===== config.mk =====
export PLATFORM = sky130hd
export DESIGN_NAME = pbkdf2_key_derivation_unit
export DESIGN_NICKNAME = d
export VERILOG_FILES = /design/src/rtl/pkdf_pkg.sv /design/src/rtl/pbkdf2_key_derivation_unit.sv /design/src/rtl/pkdf_sha_core.sv /design/src/rtl/pkdf_regs.sv
export SDC_FILE = /design/constraint.sdc
export NUM_CORES = 2
export LEC_CHECK = 0
export BUFFER_PORTS_ARGS = -buffer_cell sky130_fd_sc_hd__buf_4
export CORE_MARGIN = 8
export CORE_UTILIZATION = 40
export CTS_CLUSTER_SIZE = 20
export DETAILED_ROUTE_END_ITERATION = 7
export PLACE_DENSITY = 0.65
export SYNTH_ARGS = -nofsm -noshare
export SYNTH_HDL_FRONTEND = slang
export SYNTH_SLANG_ARGS = --single-unit

===== constraint.sdc =====
create_clock -name clk -period 26.7 [get_ports clk]
set_clock_uncertainty 0.1 [all_clocks]
set_input_delay 8.01 -clock clk [delete_from_list [all_inputs] [get_ports clk]]
set_output_delay 8.01 -clock clk [all_outputs]
set_load 0.01 [all_outputs]

===== src/rtl/pkdf_pkg.sv =====
package pkdf_pkg;

    localparam int NumRegs = 5;
    localparam int AddrWidth = 6;
    localparam logic [15:0] RoundCountReset = 16'd10000;

    localparam logic [2:0] RegKeyW0 = 3'd0;
    localparam logic [2:0] RegKeyW1 = 3'd1;
    localparam logic [2:0] RegKeyW2 = 3'd2;
    localparam logic [2:0] RegKeyW3 = 3'd3;
    localparam logic [2:0] RegRounds = 3'd4;

    typedef struct packed {
        logic [63:0] salt_w0;
        logic [63:0] salt_w1;
        logic [63:0] salt_w2;
        logic [63:0] salt_w3;
    } in_item_t;

    typedef struct packed {
        logic [63:0] derived_w0;
        logic [63:0] derived_w1;
        logic [63:0] derived_w2;
        logic [63:0] derived_w3;
    } out_item_t;

    typedef logic [255:0] digest_t;
    typedef logic [511:0] block_t;

    // Sequencer states: idle, the compression jobs it runs, and done
    typedef enum logic [2:0] {
        ST_IDLE,
        ST_IPAD,
        ST_OPAD,
        ST_INNER,
        ST_OUTER,
        ST_DONE
    } state_t;

    typedef struct packed {
        logic start;
    } core_ctl_t;

    typedef struct packed {
        logic busy;
        logic done;
    } core_sts_t;

    localparam digest_t InitH = {
        32'h6a09e667, 32'hbb67ae85, 32'h3c6ef372, 32'ha54ff53a,
        32'h510e527f, 32'h9b05688c, 32'h1f83d9ab, 32'h5be0cd19
    };

    function automatic logic [31:0] round_k(input logic [5:0] t);
        logic [31:0] k;
        case (t)
            6'd0: k = 32'h428a2f98; 6'd1: k = 32'h71374491;
            6'd2: k = 32'hb5c0fbcf; 6'd3: k = 32'he9b5dba5;
            6'd4: k = 32'h3956c25b; 6'd5: k = 32'h59f111f1;
            6'd6: k = 32'h923f82a4; 6'd7: k = 32'hab1c5ed5;
            6'd8: k = 32'hd807aa98; 6'd9: k = 32'h12835b01;
            6'd10: k = 32'h243185be; 6'd11: k = 32'h550c7dc3;
            6'd12: k = 32'h72be5d74; 6'd13: k = 32'h80deb1fe;
            6'd14: k = 32'h9bdc06a7; 6'd15: k = 32'hc19bf174;
            6'd16: k = 32'he49b69c1; 6'd17: k = 32'hefbe4786;
            6'd18: k = 32'h0fc19dc6; 6'd19: k = 32'h240ca1cc;
            6'd20: k = 32'h2de92c6f; 6'd21: k = 32'h4a7484aa;
            6'd22: k = 32'h5cb0a9dc; 6'd23: k = 32'h76f988da;
            6'd24: k = 32'h983e5152; 6'd25: k = 32'ha831c66d;
            6'd26: k = 32'hb00327c8; 6'd27: k = 32'hbf597fc7;
            6'd28: k = 32'hc6e00bf3; 6'd29: k = 32'hd5a79147;
            6'd30: k = 32'h06ca6351; 6'd31: k = 32'h14292967;
            6'd32: k = 32'h27b70a85; 6'd33: k = 32'h2e1b2138;
            6'd34: k = 32'h4d2c6dfc; 6'd35: k = 32'h53380d13;
            6'd36: k = 32'h650a7354; 6'd37: k = 32'h766a0abb;
            6'd38: k = 32'h81c2c92e; 6'd39: k = 32'h92722c85;
            6'd40: k = 32'ha2bfe8a1; 6'd41: k = 32'ha81a664b;
            6'd42: k = 32'hc24b8b70; 6'd43: k = 32'hc76c51a3;
            6'd44: k = 32'hd192e819; 6'd45: k = 32'hd6990624;
            6'd46: k = 32'hf40e3585; 6'd47: k = 32'h106aa070;
            6'd48: k = 32'h19a4c116; 6'd49: k = 32'h1e376c08;
            6'd50: k = 32'h2748774c; 6'd51: k = 32'h34b0bcb5;
            6'd52: k = 32'h391c0cb3; 6'd53: k = 32'h4ed8aa4a;
            6'd54: k = 32'h5b9cca4f; 6'd55: k = 32'h682e6ff3;
            6'd56: k = 32'h748f82ee; 6'd57: k = 32'h78a5636f;
            6'd58: k = 32'h84c87814; 6'd59: k = 32'h8cc70208;
            6'd60: k = 32'h90befffa; 6'd61: k = 32'ha4506ceb;
            6'd62: k = 32'hbef9a3f7; 6'd63: k = 32'hc67178f2;
            default: k = 32'h0;
        endcase
        return k;
    endfunction

endpackage


===== src/rtl/pbkdf2_key_derivation_unit.sv =====
// PBKDF2-HMAC-SHA256 engine, first 32-byte output block. A 256-bit salt item
// goes in, one 256-bit derived key comes out. The key (registers 0..3, 8-byte
// spaced at 0x00..0x18) and round count (0x20, 0 acts as 1) are written over
// APB; the user must write them only while idle, which the block does not
// enforce. A single SHA-256 round unit does all the work. A compression job
// runs 64 rounds, then the final add, then the done flag, and then the next
// job is launched. An item runs two jobs for the ipad/opad midstates, then
// two per HMAC round. No new item is taken until the result is taken.
module pbkdf2_key_derivation_unit (
    input  logic                            clk,
    input  logic                            rst_n,
    input  logic                            psel,
    input  logic                            penable,
    input  logic                            pwrite,
    input  logic [pkdf_pkg::AddrWidth-1:0]  paddr,
    input  logic [63:0]                     pwdata,
    output logic [63:0]                     prdata,
    output logic                            pready,
    input  logic                            in_valid,
    output logic                            in_stall,
    input  pkdf_pkg::in_item_t              in_data,
    output logic                            out_valid,
    input  logic                            out_stall,
    output pkdf_pkg::out_item_t             out_data
);

    logic [255:0] key;
    logic [15:0] rounds;

    pkdf_pkg::state_t state_reg, state_next;
    pkdf_pkg::digest_t imid_reg, omid_reg, u_reg, acc_reg;
    logic [255:0] salt_reg;
    logic first_reg;
    logic [15:0] left_reg;
    logic go_reg;

    pkdf_pkg::core_ctl_t ctl;
    pkdf_pkg::core_sts_t sts;
    pkdf_pkg::digest_t core_init, digest;
    pkdf_pkg::block_t core_msg;

    assign pready = 1'b1;

    pkdf_regs u_regs (
        .clk(clk), .rst_n(rst_n), .psel(psel), .penable(penable), .pwrite(pwrite),
        .paddr(paddr), .pwdata(pwdata), .prdata(prdata), .key(key), .rounds(rounds)
    );

    pkdf_sha_core u_core (
        .clk(clk), .rst_n(rst_n), .ctl(ctl), .init_state(core_init), .msg(core_msg),
        .sts(sts), .digest(digest)
    );

    // Next state
    always_comb
    begin
        state_next = state_reg;
        case (state_reg)
            pkdf_pkg::ST_IDLE:
                if (in_valid) state_next = pkdf_pkg::ST_IPAD;
            pkdf_pkg::ST_IPAD:
                if (sts.done) state_next = pkdf_pkg::ST_OPAD;
            pkdf_pkg::ST_OPAD:
                if (sts.done) state_next = pkdf_pkg::ST_INNER;
            pkdf_pkg::ST_INNER:
                if (sts.done) state_next = pkdf_pkg::ST_OUTER;
            pkdf_pkg::ST_OUTER:
                if (sts.done)
                    state_next = (left_reg <= 16'd1) ? pkdf_pkg::ST_DONE
                                                     : pkdf_pkg::ST_INNER;
            pkdf_pkg::ST_DONE:
                if (!out_stall) state_next = pkdf_pkg::ST_IDLE;
            default: state_next = pkdf_pkg::ST_IDLE;
        endcase
    end

    // Outputs: core job selection
    always_comb
    begin
        ctl.start = go_reg;
        core_init = pkdf_pkg::InitH;
        core_msg  = '0;
        case (state_reg)
            pkdf_pkg::ST_IPAD:
                core_msg = {key ^ {32{8'h36}}, {32{8'h36}}};
            pkdf_pkg::ST_OPAD:
                core_msg = {key ^ {32{8'h5c}}, {32{8'h5c}}};
            pkdf_pkg::ST_INNER:
            begin
                core_init = imid_reg;
                if (first_reg)
                    core_msg = {salt_reg, 32'd1, 32'h80000000, 160'd0, 32'd800};
                else
                    core_msg = {u_reg, 32'h80000000, 192'd0, 32'd768};
            end
            pkdf_pkg::ST_OUTER:
            begin
                core_init = omid_reg;
                core_msg  = {u_reg, 32'h80000000, 192'd0, 32'd768};
            end
            default: ;
        endcase
    end

    assign in_stall  = (state_reg != pkdf_pkg::ST_IDLE);
    assign out_valid = (state_reg == pkdf_pkg::ST_DONE);
    assign out_data  = acc_reg;

    always_ff @(posedge clk or negedge rst_n)
    begin
        if (!rst_n)
        begin
            state_reg <= pkdf_pkg::ST_IDLE;
            go_reg    <= 1'b0;
        end
        else
        begin
            state_reg <= state_next;
            // one start pulse per compression job
            go_reg <= (state_reg == pkdf_pkg::ST_IDLE && in_valid)
                   || (sts.done && state_next != pkdf_pkg::ST_DONE);
        end
    end

    always_ff @(posedge clk)
    begin
        if (state_reg == pkdf_pkg::ST_IDLE && in_valid)
        begin
            salt_reg  <= in_data;
            first_reg <= 1'b1;
            left_reg  <= (rounds == 16'd0) ? 16'd1 : rounds;
        end
        if (sts.done)
        begin
            case (state_reg)
                pkdf_pkg::ST_IPAD: imid_reg <= digest;
                pkdf_pkg::ST_OPAD: omid_reg <= digest;
                pkdf_pkg::ST_INNER: u_reg <= digest;
                pkdf_pkg::ST_OUTER:
                begin
                    u_reg     <= digest;
                    acc_reg   <= first_reg ? digest : (acc_reg ^ digest);
                    first_reg <= 1'b0;
                    left_reg  <= left_reg - 16'd1;
                end
                default: ;
            endcase
        end
    end

endmodule


===== src/rtl/pkdf_sha_core.sv =====
// One SHA-256 round per cycle; 64 rounds, then the final add.
module pkdf_sha_core (
    input  logic                 clk,
    input  logic                 rst_n,
    input  pkdf_pkg::core_ctl_t  ctl,
    input  pkdf_pkg::digest_t    init_state,
    input  pkdf_pkg::block_t     msg,
    output pkdf_pkg::core_sts_t  sts,
    output pkdf_pkg::digest_t    digest
);

    logic [31:0] w_reg [16];
    logic [31:0] w_next [16];
    logic [31:0] a_reg, b_reg, c_reg, d_reg, e_reg, f_reg, g_reg, h_reg;
    pkdf_pkg::digest_t base_reg;
    pkdf_pkg::digest_t digest_reg;
    logic [5:0] t_reg;
    logic busy_reg;
    logic fin_reg;
    logic done_reg;

    logic [31:0] s0, s1, big0, big1, ch, mj, t1, t2, wnew;

    always_comb
    begin
        s0 = {w_reg[1][6:0], w_reg[1][31:7]} ^ {w_reg[1][17:0], w_reg[1][31:18]}
            ^ (w_reg[1] >> 3);
        s1 = {w_reg[14][16:0], w_reg[14][31:17]} ^ {w_reg[14][18:0], w_reg[14][31:19]}
            ^ (w_reg[14] >> 10);
        wnew = w_reg[0] + s0 + w_reg[9] + s1;
        big1 = {e_reg[5:0], e_reg[31:6]} ^ {e_reg[10:0], e_reg[31:11]}
            ^ {e_reg[24:0], e_reg[31:25]};
        ch = (e_reg & f_reg) ^ (~e_reg & g_reg);
        t1 = h_reg + big1 + ch + pkdf_pkg::round_k(t_reg) + w_reg[0];
        big0 = {a_reg[1:0], a_reg[31:2]} ^ {a_reg[12:0], a_reg[31:13]}
            ^ {a_reg[21:0], a_reg[31:22]};
        mj = (a_reg & b_reg) ^ (a_reg & c_reg) ^ (b_reg & c_reg);
        t2 = big0 + mj;
        for (int i = 0; i < 15; i++)
        begin
            w_next[i] = w_reg[i + 1];
        end
        w_next[15] = wnew;
    end

    always_ff @(posedge clk or negedge rst_n)
    begin
        if (!rst_n)
        begin
            busy_reg <= 1'b0;
            fin_reg  <= 1'b0;
            done_reg <= 1'b0;
            t_reg    <= '0;
        end
        else
        begin
            done_reg <= 1'b0;
            if (ctl.start && !busy_reg && !fin_reg)
            begin
                busy_reg <= 1'b1;
                t_reg    <= '0;
            end
            else if (busy_reg)
            begin
                t_reg <= t_reg + 6'd1;
                if (t_reg == 6'd63)
                begin
                    busy_reg <= 1'b0;
                    fin_reg  <= 1'b1;
                end
            end
            else if (fin_reg)
            begin
                fin_reg  <= 1'b0;
                done_reg <= 1'b1;
            end
        end
    end

    always_ff @(posedge clk)
    begin
        if (ctl.start && !busy_reg && !fin_reg)
        begin
            base_reg <= init_state;
            {a_reg, b_reg, c_reg, d_reg, e_reg, f_reg, g_reg, h_reg} <= init_state;
            for (int i = 0; i < 16; i++)
            begin
                w_reg[i] <= msg[511 - 32*i -: 32];
            end
        end
        else if (busy_reg)
        begin
            w_reg <= w_next;
            h_reg <= g_reg;
            g_reg <= f_reg;
            f_reg <= e_reg;
            e_reg <= d_reg + t1;
            d_reg <= c_reg;
            c_reg <= b_reg;
            b_reg <= a_reg;
            a_reg <= t1 + t2;
        end
        if (fin_reg)
        begin
            digest_reg <= {base_reg[255:224] + a_reg, base_reg[223:192] + b_reg,
                           base_reg[191:160] + c_reg, base_reg[159:128] + d_reg,
                           base_reg[127:96] + e_reg, base_reg[95:64] + f_reg,
                           base_reg[63:32] + g_reg, base_reg[31:0] + h_reg};
        end
    end

    assign sts.busy = busy_reg | fin_reg;
    assign sts.done = done_reg;
    assign digest = digest_reg;

endmodule


===== src/rtl/pkdf_regs.sv =====
// APB register file: four key words and the round count.
module pkdf_regs (
    input  logic                            clk,
    input  logic                            rst_n,
    input  logic                            psel,
    input  logic                            penable,
    input  logic                            pwrite,
    input  logic [pkdf_pkg::AddrWidth-1:0]  paddr,
    input  logic [63:0]                     pwdata,
    output logic [63:0]                     prdata,
    output logic [255:0]                    key,
    output logic [15:0]                     rounds
);

    logic [63:0] key_reg [4];
    logic [15:0] rounds_reg;
    logic [2:0] idx;

    assign idx = paddr[5:3];

    always_ff @(posedge clk or negedge rst_n)
    begin
        if (!rst_n)
        begin
            for (int i = 0; i < 4; i++)
            begin
                key_reg[i] <= '0;
            end
            rounds_reg <= pkdf_pkg::RoundCountReset;
        end
        else if (psel && penable && pwrite)
        begin
            case (idx)
                pkdf_pkg::RegKeyW0: key_reg[0] <= pwdata;
                pkdf_pkg::RegKeyW1: key_reg[1] <= pwdata;
                pkdf_pkg::RegKeyW2: key_reg[2] <= pwdata;
                pkdf_pkg::RegKeyW3: key_reg[3] <= pwdata;
                pkdf_pkg::RegRounds: rounds_reg <= pwdata[15:0];
                default: ;
            endcase
        end
    end

    always_comb
    begin
        case (idx)
            pkdf_pkg::RegKeyW0: prdata = key_reg[0];
            pkdf_pkg::RegKeyW1: prdata = key_reg[1];
            pkdf_pkg::RegKeyW2: prdata = key_reg[2];
            pkdf_pkg::RegKeyW3: prdata = key_reg[3];
            pkdf_pkg::RegRounds: prdata = {48'd0, rounds_reg};
            default: prdata = '0;
        endcase
    end

    assign key = {key_reg[0], key_reg[1], key_reg[2], key_reg[3]};
    assign rounds = rounds_reg;

endmodule


==> impl_metrics.tcl <==
set metrics [dict create \
    outcome "complete, but fails checks" \
    violations "DRC, capacitance limit, slew limit" \
    fp-row-count 214 \
    clockRootBuffer "clkbuf_16" \
    yosysTopAreaCell "edfxtp_1" \
    fin_crit_sh_pct 71.9 \
    route.detailed.drc 6 \
    grt_antenna_before_repair 73 \
    drive_gt1_share_pct 14.9 \
    netlist_instances 10600 \
    relSlewSlack_pct -13.0 \
    largest_register_ffs 480 \
    dpl.hpwl_um 459000 \
    synth-simple-area-share_pct 8.66 \
    start_kind "primary input" \
    rsz0062_at_grt "no" \
    async_flop_share_pct 9.96 \
    grt-ovfl-total 0 \
    yosys-top-cells-area "edfxtp_1 56%, dfrtp_1 5.1%, xnor2_1 4.3%, ha_1 3.6%, nand2_1 3.3%" \
    fmaxAchievable_ghz 0.0521 \
    path_clk_slew_ns 0.06 \
    synth_fa_ha_area_share_pct 6.49 \
    synth_ff_type "edfxtp_1" \
    yosysTopAreaCellShare_pct 56.3 \
    cp-end-kind "output port" \
    syn_avg_cell_area_um2 12.8 \
    syn-cell-area_um2 137000 \
    cp.required_ns 18.59 \
    gp_congestion 0.997 \
    n_fill_cell 30500 \
    initial_core_util_pct 40.2 \
    num-nets-final 12100 \
    ctsHoldBuffers 0 \
    first_iter_violations 14000 \
    port_buffers 651 \
    cts_made_buffers 322 \
    core_um2 340000 \
    yosys_warnings 0 \
    layout_common_cells "2560 x edfxtp_1, 1187 x nand2_1, 806 x buf_4" \
    avgRoutedWirePerCell_um 37.4 \
    h-tree-depth 5 \
    cts_tree "done" \
    die-height_um 600 \
    drt-pass1-iter-count 8 \
    yosysSeqAreaShare_pct 61.8 \
    clock_latency_ns 0.96 \
    multi_input_area_um2 48700 \
    dieArea_um2 360000 \
    slew_viol_final 2 \
    clockBufferDepth 4 \
    setup_tns_ns 0 \
    syn-num-nets 11600 \
    grt_pass1_vias 91900 \
    postRouteAntennaNets 0 \
    boundaryPins 656 \
    final_common_cell "edfxtp_1" \
    grt_pass1_wl_um 794000 \
    cts-resized-gates 0 \
    synth-edff-count 2560 \
    setup_viol 0 \
    ys_types 92 \
    routed_wl_um 600000 \
    die_w_um 600 \
    via_per_inst 6.03 \
    final-hold-violation-count 0 \
    crit_arrival_ns 11.10 \
    grt_use_total_pct 32.2 \
    drv_cap 1 \
    synth_compound_area_share_pct 11.6 \
    hold_path.class "register to register" \
    syn2layout_area_growth_pct 14.9 \
    clkSinkCount 2862 \
    tightest_slew_ns 1.68 \
    synthMuxAreaShare_pct 3.56 \
    synth-seq-cells 2862 \
    layout_min_cycle_time_ns 19.21 \
    regArea_um2 84400 \
    grt_max_degree 170 \
    synth_top_family_by_area "compound AO/OA/AOI/OAI gates" \
    postCtsSetupRepairBufs 0 \
    setup.worst_path.class "primary input to output port" \
    vias 96800 \
    synthXorXnorAreaFrac_pct 5.31 \
    critPathMaxFanout 44 \
]
cells by family after synthesis:
kind of cell / count (synthesis)
flops: 2862
other cells: 1
compound gates: 2378
fa+ha+maj: 592
simple gates: 2642
xor+xnor: 828
buf+inv: 944
mux: 384
synthesized netlist by cell type, drive strengths merged (192+ instances only):
master / count
a21oi: 444
nand2: 1191
xnor2: 667
ha: 394
a221oi: 201
nand2b: 305
a21o: 192
fa: 195
o21ai: 646
mux2: 296
dfrtp: 280
edfxtp: 2560
inv: 371
clkbuf: 515
nor2: 645
worst max-delay path, cell delays in order:
cell     delay [ns]
buf_4          0.67
buf_4          0.79
mux4_2         0.37
nor2b_1        0.87
buf_4          0.28
cell type report:
cell class	instances	share of cell area (%)
Tap cell	4536	3.62
Multi-Input combinational cell	6825	31.1
Timing Repair Buffer	816	3.98
Clock inverter	168	0.948
Antenna cell	41	0.0654
Inverter	374	0.914
Sequential cell	2862	53.8
Clock buffer	420	5.60
routing by layer:
| metal | vias up | track usage [%] | wire [um] |
|---|---|---|---|
| met1 | 49600 | 41.8 | 228000 |
| met3 | 1087 | 6.08 | 56200 |
| met5 | - | 0 | 78 |
| met2 | 5682 | 49.3 | 265000 |
| li1 | 40400 | - | - |
| met4 | 14 | 22.0 | 51000 |
final timing paths:
kind,from,end,slack [ns],depth (start not counted)
setup reg to reg,u_core.t_reg[1],u_core.a_reg[29],14.81,37
min in group asynchronous,rst_n,u_regs.key[243],7.08,1
setup / recovery,paddr[3],prdata[60],7.49,5
hold / removal,u_core.w_next[110],u_core.w_next[142],0.39,2
max in group asynchronous,rst_n,u_regs.key[62],17.14,3
hold reg to reg,u_core.w_next[110],u_core.w_next[142],0.39,2
per-stage QoR:
step	instance area (um^2)	setup slack [ns]	hold WS, ns	instances	utilization (%)
2_1_floorplan	137000	6.53	0.337	10600	-
6_report	157000	7.49	0.390	16000	46.2
5_1_grt	157000	7.50	0.427	16000	46.1
3_5_place_dp	146000	7.63	0.369	15400	43.1
3_3_place_gp	146000	7.59	0.358	15400	43.1
4_1_cts	157000	7.62	0.382	16000	46.1
Power is not shown: default switching activity piles up to over one toggle a cycle in this logic, so the estimate is an artifact.
